## config.mk

```make
export PLATFORM = sky130hd
export DESIGN_NAME = lfac_queue
export DESIGN_NICKNAME = d
export VERILOG_FILES = /design/src/sv/lfac_queue.sv
export SDC_FILE = /design/constraint.sdc
export NUM_CORES = 1
export LEC_CHECK = 0
export ABC_AREA = 1
export BUFFER_PORTS_ARGS = -buffer_cell sky130_fd_sc_hd__clkbuf_2
export CAP_MARGIN = 40
export CORE_UTILIZATION = 45
export CTS_BUF_LIST = sky130_fd_sc_hd__clkbuf_8 sky130_fd_sc_hd__clkbuf_16
export CTS_CLUSTER_SIZE = 8
export DETAILED_ROUTE_END_ITERATION = 10
export GPL_TIMING_DRIVEN = 0
export PLACE_DENSITY = 0.75
export SLEW_MARGIN = 25
export SYNTH_ARGS = -nofsm -noshare
export SYNTH_HDL_FRONTEND = slang
export SYNTH_SLANG_ARGS = --single-unit
```

## constraint.sdc

```tcl
create_clock -name clk -period 1.3 [get_ports clk]
set_clock_uncertainty 0.15 [all_clocks]
set_input_delay 0.065 -clock clk [delete_from_list [all_inputs] [get_ports clk]]
set_output_delay 0.065 -clock clk [all_outputs]
set_load 0.005 [all_outputs]
```

## src/sv/lfac_queue.sv

```systemverilog
module lfac_queue #(
  parameter int W = 8
) (
  input  logic         clk,
  input  logic         rst,
  input  logic         push,
  input  logic [W-1:0] wdata,
  input  logic         pop,
  output logic [W-1:0] rdata,
  output logic         empty
);

  logic [W-1:0] slots [2];
  logic         wr_ptr;
  logic         rd_ptr;
  logic [1:0]   count;

  assign empty = (count == 2'd0);
  assign rdata = slots[rd_ptr];

  always_ff @(posedge clk) begin
    if (rst) begin
      wr_ptr <= 1'b0;
      rd_ptr <= 1'b0;
      count  <= 2'd0;
    end else begin
      if (push) begin
        wr_ptr <= !wr_ptr;
      end
      if (pop) begin
        rd_ptr <= !rd_ptr;
      end
      count <= count + 2'(push) - 2'(pop);
    end
  end

  always_ff @(posedge clk) begin
    if (push) begin
      slots[wr_ptr] <= wdata;
    end
  end

endmodule

```

==> flow_summary_export.csv <==
group,metric,value,unit
finish,syn2layout_area_growth,40.30,%
sta,setup_ws,-0.04977,ns
route,wl,1.341,mm
critical_path,crit_fanout,8,
power,power.leakage,0.4984,nW
floorplanning,core_area,0.001727,mm^2
power,power_density,1251,mW/mm^2
sta,slew_violations,0,
clock_network,clock_latency,0.25,ns
logic_synthesis,ys_ff_latch,21,
clock_network,cts_sinks,21,
finish,nets,105,
placed_design,hpwl,823,um
status,violations,"negative setup slack",
sta,setup_violations,9,
critical_path,critical_path.endpoint,"rdata[3]",
sta,hold_viol,0,
logic_synthesis,synthesis.nets,69,
global_route,grtUsageMet2,28.70,%
clock_network,cts_buffers,3,
critical_path,worstRegToRegCells,8,
clock_network,post_cts_buffers,0,
route,dr.pass1.iters,2,
critical_path,rrSetupSlack,-0.03,ns
critical_path,worstSetupPathType,"reg -> out",
route,routedWlPerCell,11.66,um
logic_synthesis,synth.distinct_cells,12,
global_route,antenna_found_initial,0,
flow_run,max_cap_violations,0,
sta,finalCritPeriodShare,103.8,%
global_route,grt_overflow,0,
clock_network,clk_path_buf_depth,2,
route,ant_nets,0,
global_route,busiest_layer,"met2",
floorplanning,dieHeight,45,um
clock_network,clk_pin_slew_worst_paths,0.07,ns
finish,fin_area,0.001167,mm^2
critical_path,endpoint_kind,"output pin",
logic_synthesis,ys_seq_area_share,69.77,%
logic_synthesis,synth_warnings,0,
critical_path,arrival,1.13,ns
critical_path,critical_path_required,1.09,ns
finish,antenna_cells,0,
global_route,globalRouteTotalUtil,14.52,%
placed_design,dp_cells,100,
hold_path,hold_class,"in -> reg",
route,vias,506,
sta,timing.fmax,740.9,MHz
global_route,use_met1,13.30,%
floorplanning,boundaryPins,21,
finish,drive_gt1_share,50.00,%
placed_design,pre_cts_slack,-0.08667,ns
power,vdd_drop_max,852.3,uV
sta,tightest_slew,0.4379,ns
global_route,grt_max_degree,13,
sta,slew_headroom,70.77,%
floorplanning,die_w,45,um
route,routed_via_density,4.400,
critical_path,worstReg2RegEnd,"count[1]",
clock_network,root_buffer,"clkbuf_8",
finish,fillers,146,
critical_path,start_kind,"flip-flop",
route,drt_iter0_markers,6,
logic_synthesis,synth.avg_cell_area,15.13,um^2
finish,final_cell_mix,"clkbuf_2 (20), edfxtp_1 (16), dlygate4sd3_1 (11)",
floorplanning,row_count,15,
sta,tns,-0.4143,ns
global_route,grt_pass1_vias,502,
clock_network,cts_tree,"yes",
clock_network,htree_levels,1,
global_route,grt_first_pass_wirelength,1.973,mm
finish,layout_commonest_cell,"clkbuf_2",
global_route,met3_usage,2.400,%
status,status,"finished, violations left",
floorplanning,dieArea,0.002025,mm^2
route,drc_errors,0,
sta,rsz0062_at_grt,"true",
critical_path,timing.rr.start,"count[0]",
logic_synthesis,synthCells,55,
sta,finalCriticalPeriod,1.350,ns
finish,final_cell_count_no_fill,115,
floorplanning,initial_core_util,48.19,%
placed_design,numPortBuffers,20,
logic_synthesis,synth_area,832.0,um^2
placed_design,gp_congestion,0.6301,
placed_design,postPlaceCellArea,967.2,um^2
==> cell type report <==
| class | count | area [um^2] | share of cell area, % |
|---|---|---|---|
| sequential | 21 | 583.1 | 49.95 |
| multi-input combinational | 25 | 251.5 | 21.54 |
| timing repair buffer | 31 | 210.2 | 18.01 |
| clock buffer | 3 | 41.29 | 3.537 |
| tap | 25 | 31.28 | 2.680 |
| inverter | 8 | 30.03 | 2.572 |
| buffer | 1 | 15.01 | 1.286 |
| clock inverter | 1 | 5.005 | 0.4287 |
==> report_power, final <==
| group | internal [W] | switching [W] |
|---|---|---|
| clock | 0.000213 | 0.000195 |
| sequential | 0.000772 | 0.0000188 |
| combinational | 0.000148 | 0.000113 |
| total | 0.00113 | 0.000327 |
==> worst min-delay path by stage <==
stage / from / endpoint / cells past startpoint
6_report: pop / count[1] / 4
5_1_grt: push / count[0] / 4
4_1_cts: pop / count[1] / 4
3_5_place_dp: wdata[5] / slots[0][5] / 1
3_3_place_gp: wdata[5] / slots[0][5] / 1
2_1_floorplan: rst / count[0] / 1
==> cells in the mapped netlist, drive strengths merged <==
cell type	n	area share [%]
a21oi	1	0.60
buf	1	1.4
dfxtp	5	12
edfxtp	16	58
ha	2	3.0
inv	8	3.6
mux2	8	14
nand2	4	1.8
nand3	1	0.60
nor2	7	3.2
nor3	1	0.60
xnor2	1	1.1
==> flip-flops by register name, indices dropped and copies added (netlist names), named ones only <==
register and flops:
wr_ptr 1, slots 16, rd_ptr 1, count 2
==> metal layers <==
layer | vias up | part of all wire (%) | wire length [um]
met1 | 234 | 38 | 513
li1 | 257 | - | -
met2 | 13 | 58 | 776
met3 | 2 | 3.0 | 40
met4 | 0 | 0.75 | 10
met5 | - | 0 | 0
==> critical path, cell delays in order, from the launching register on <==
cell      delay [ns]
dfxtp_2         0.33
buf_8           0.14
mux2_4          0.30
clkbuf_2        0.11
==> what timing repair did <==
| item | 4_1_cts | 5_1_grt |
|---|---|---|
| endpoints found under the hold margin | 21 | 0 |
| hold buffers | 11 | 0 |
| setup endpoints to repair | 17 | 9 |
| pin swaps | 4 | 1 |
| gates resized for setup | 12 | 0 |
==> kinds of logic after synthesis <==
group | synth area share (%)
xor gates and xnor gates | 1.053
adders and majority gates | 3.007
AOI/OAI and AO/OA | 0.6009
muxes | 14.44
and+or+nand+nor | 6.164
DFF | 69.77
buffers and inverters | 4.962
==> stage by stage <==
| stage | utilization [%] | total power [W] | hold WS [ns] |
|---|---|---|---|
| final | 67.61 | 0.001460 | 0.05401 |
| after global routing | 67.61 | 0.001518 | 0.08510 |
| after CTS | 67.61 | 0.001470 | 0.03847 |
| after detailed placement | 56.01 | 0.001001 | 0.1081 |
| after global placement | 56.01 | 0.0009908 | 0.1060 |
| after floorplan | - | 0.0009267 | -0.02120 |
(Power assumes the default switching activity.)
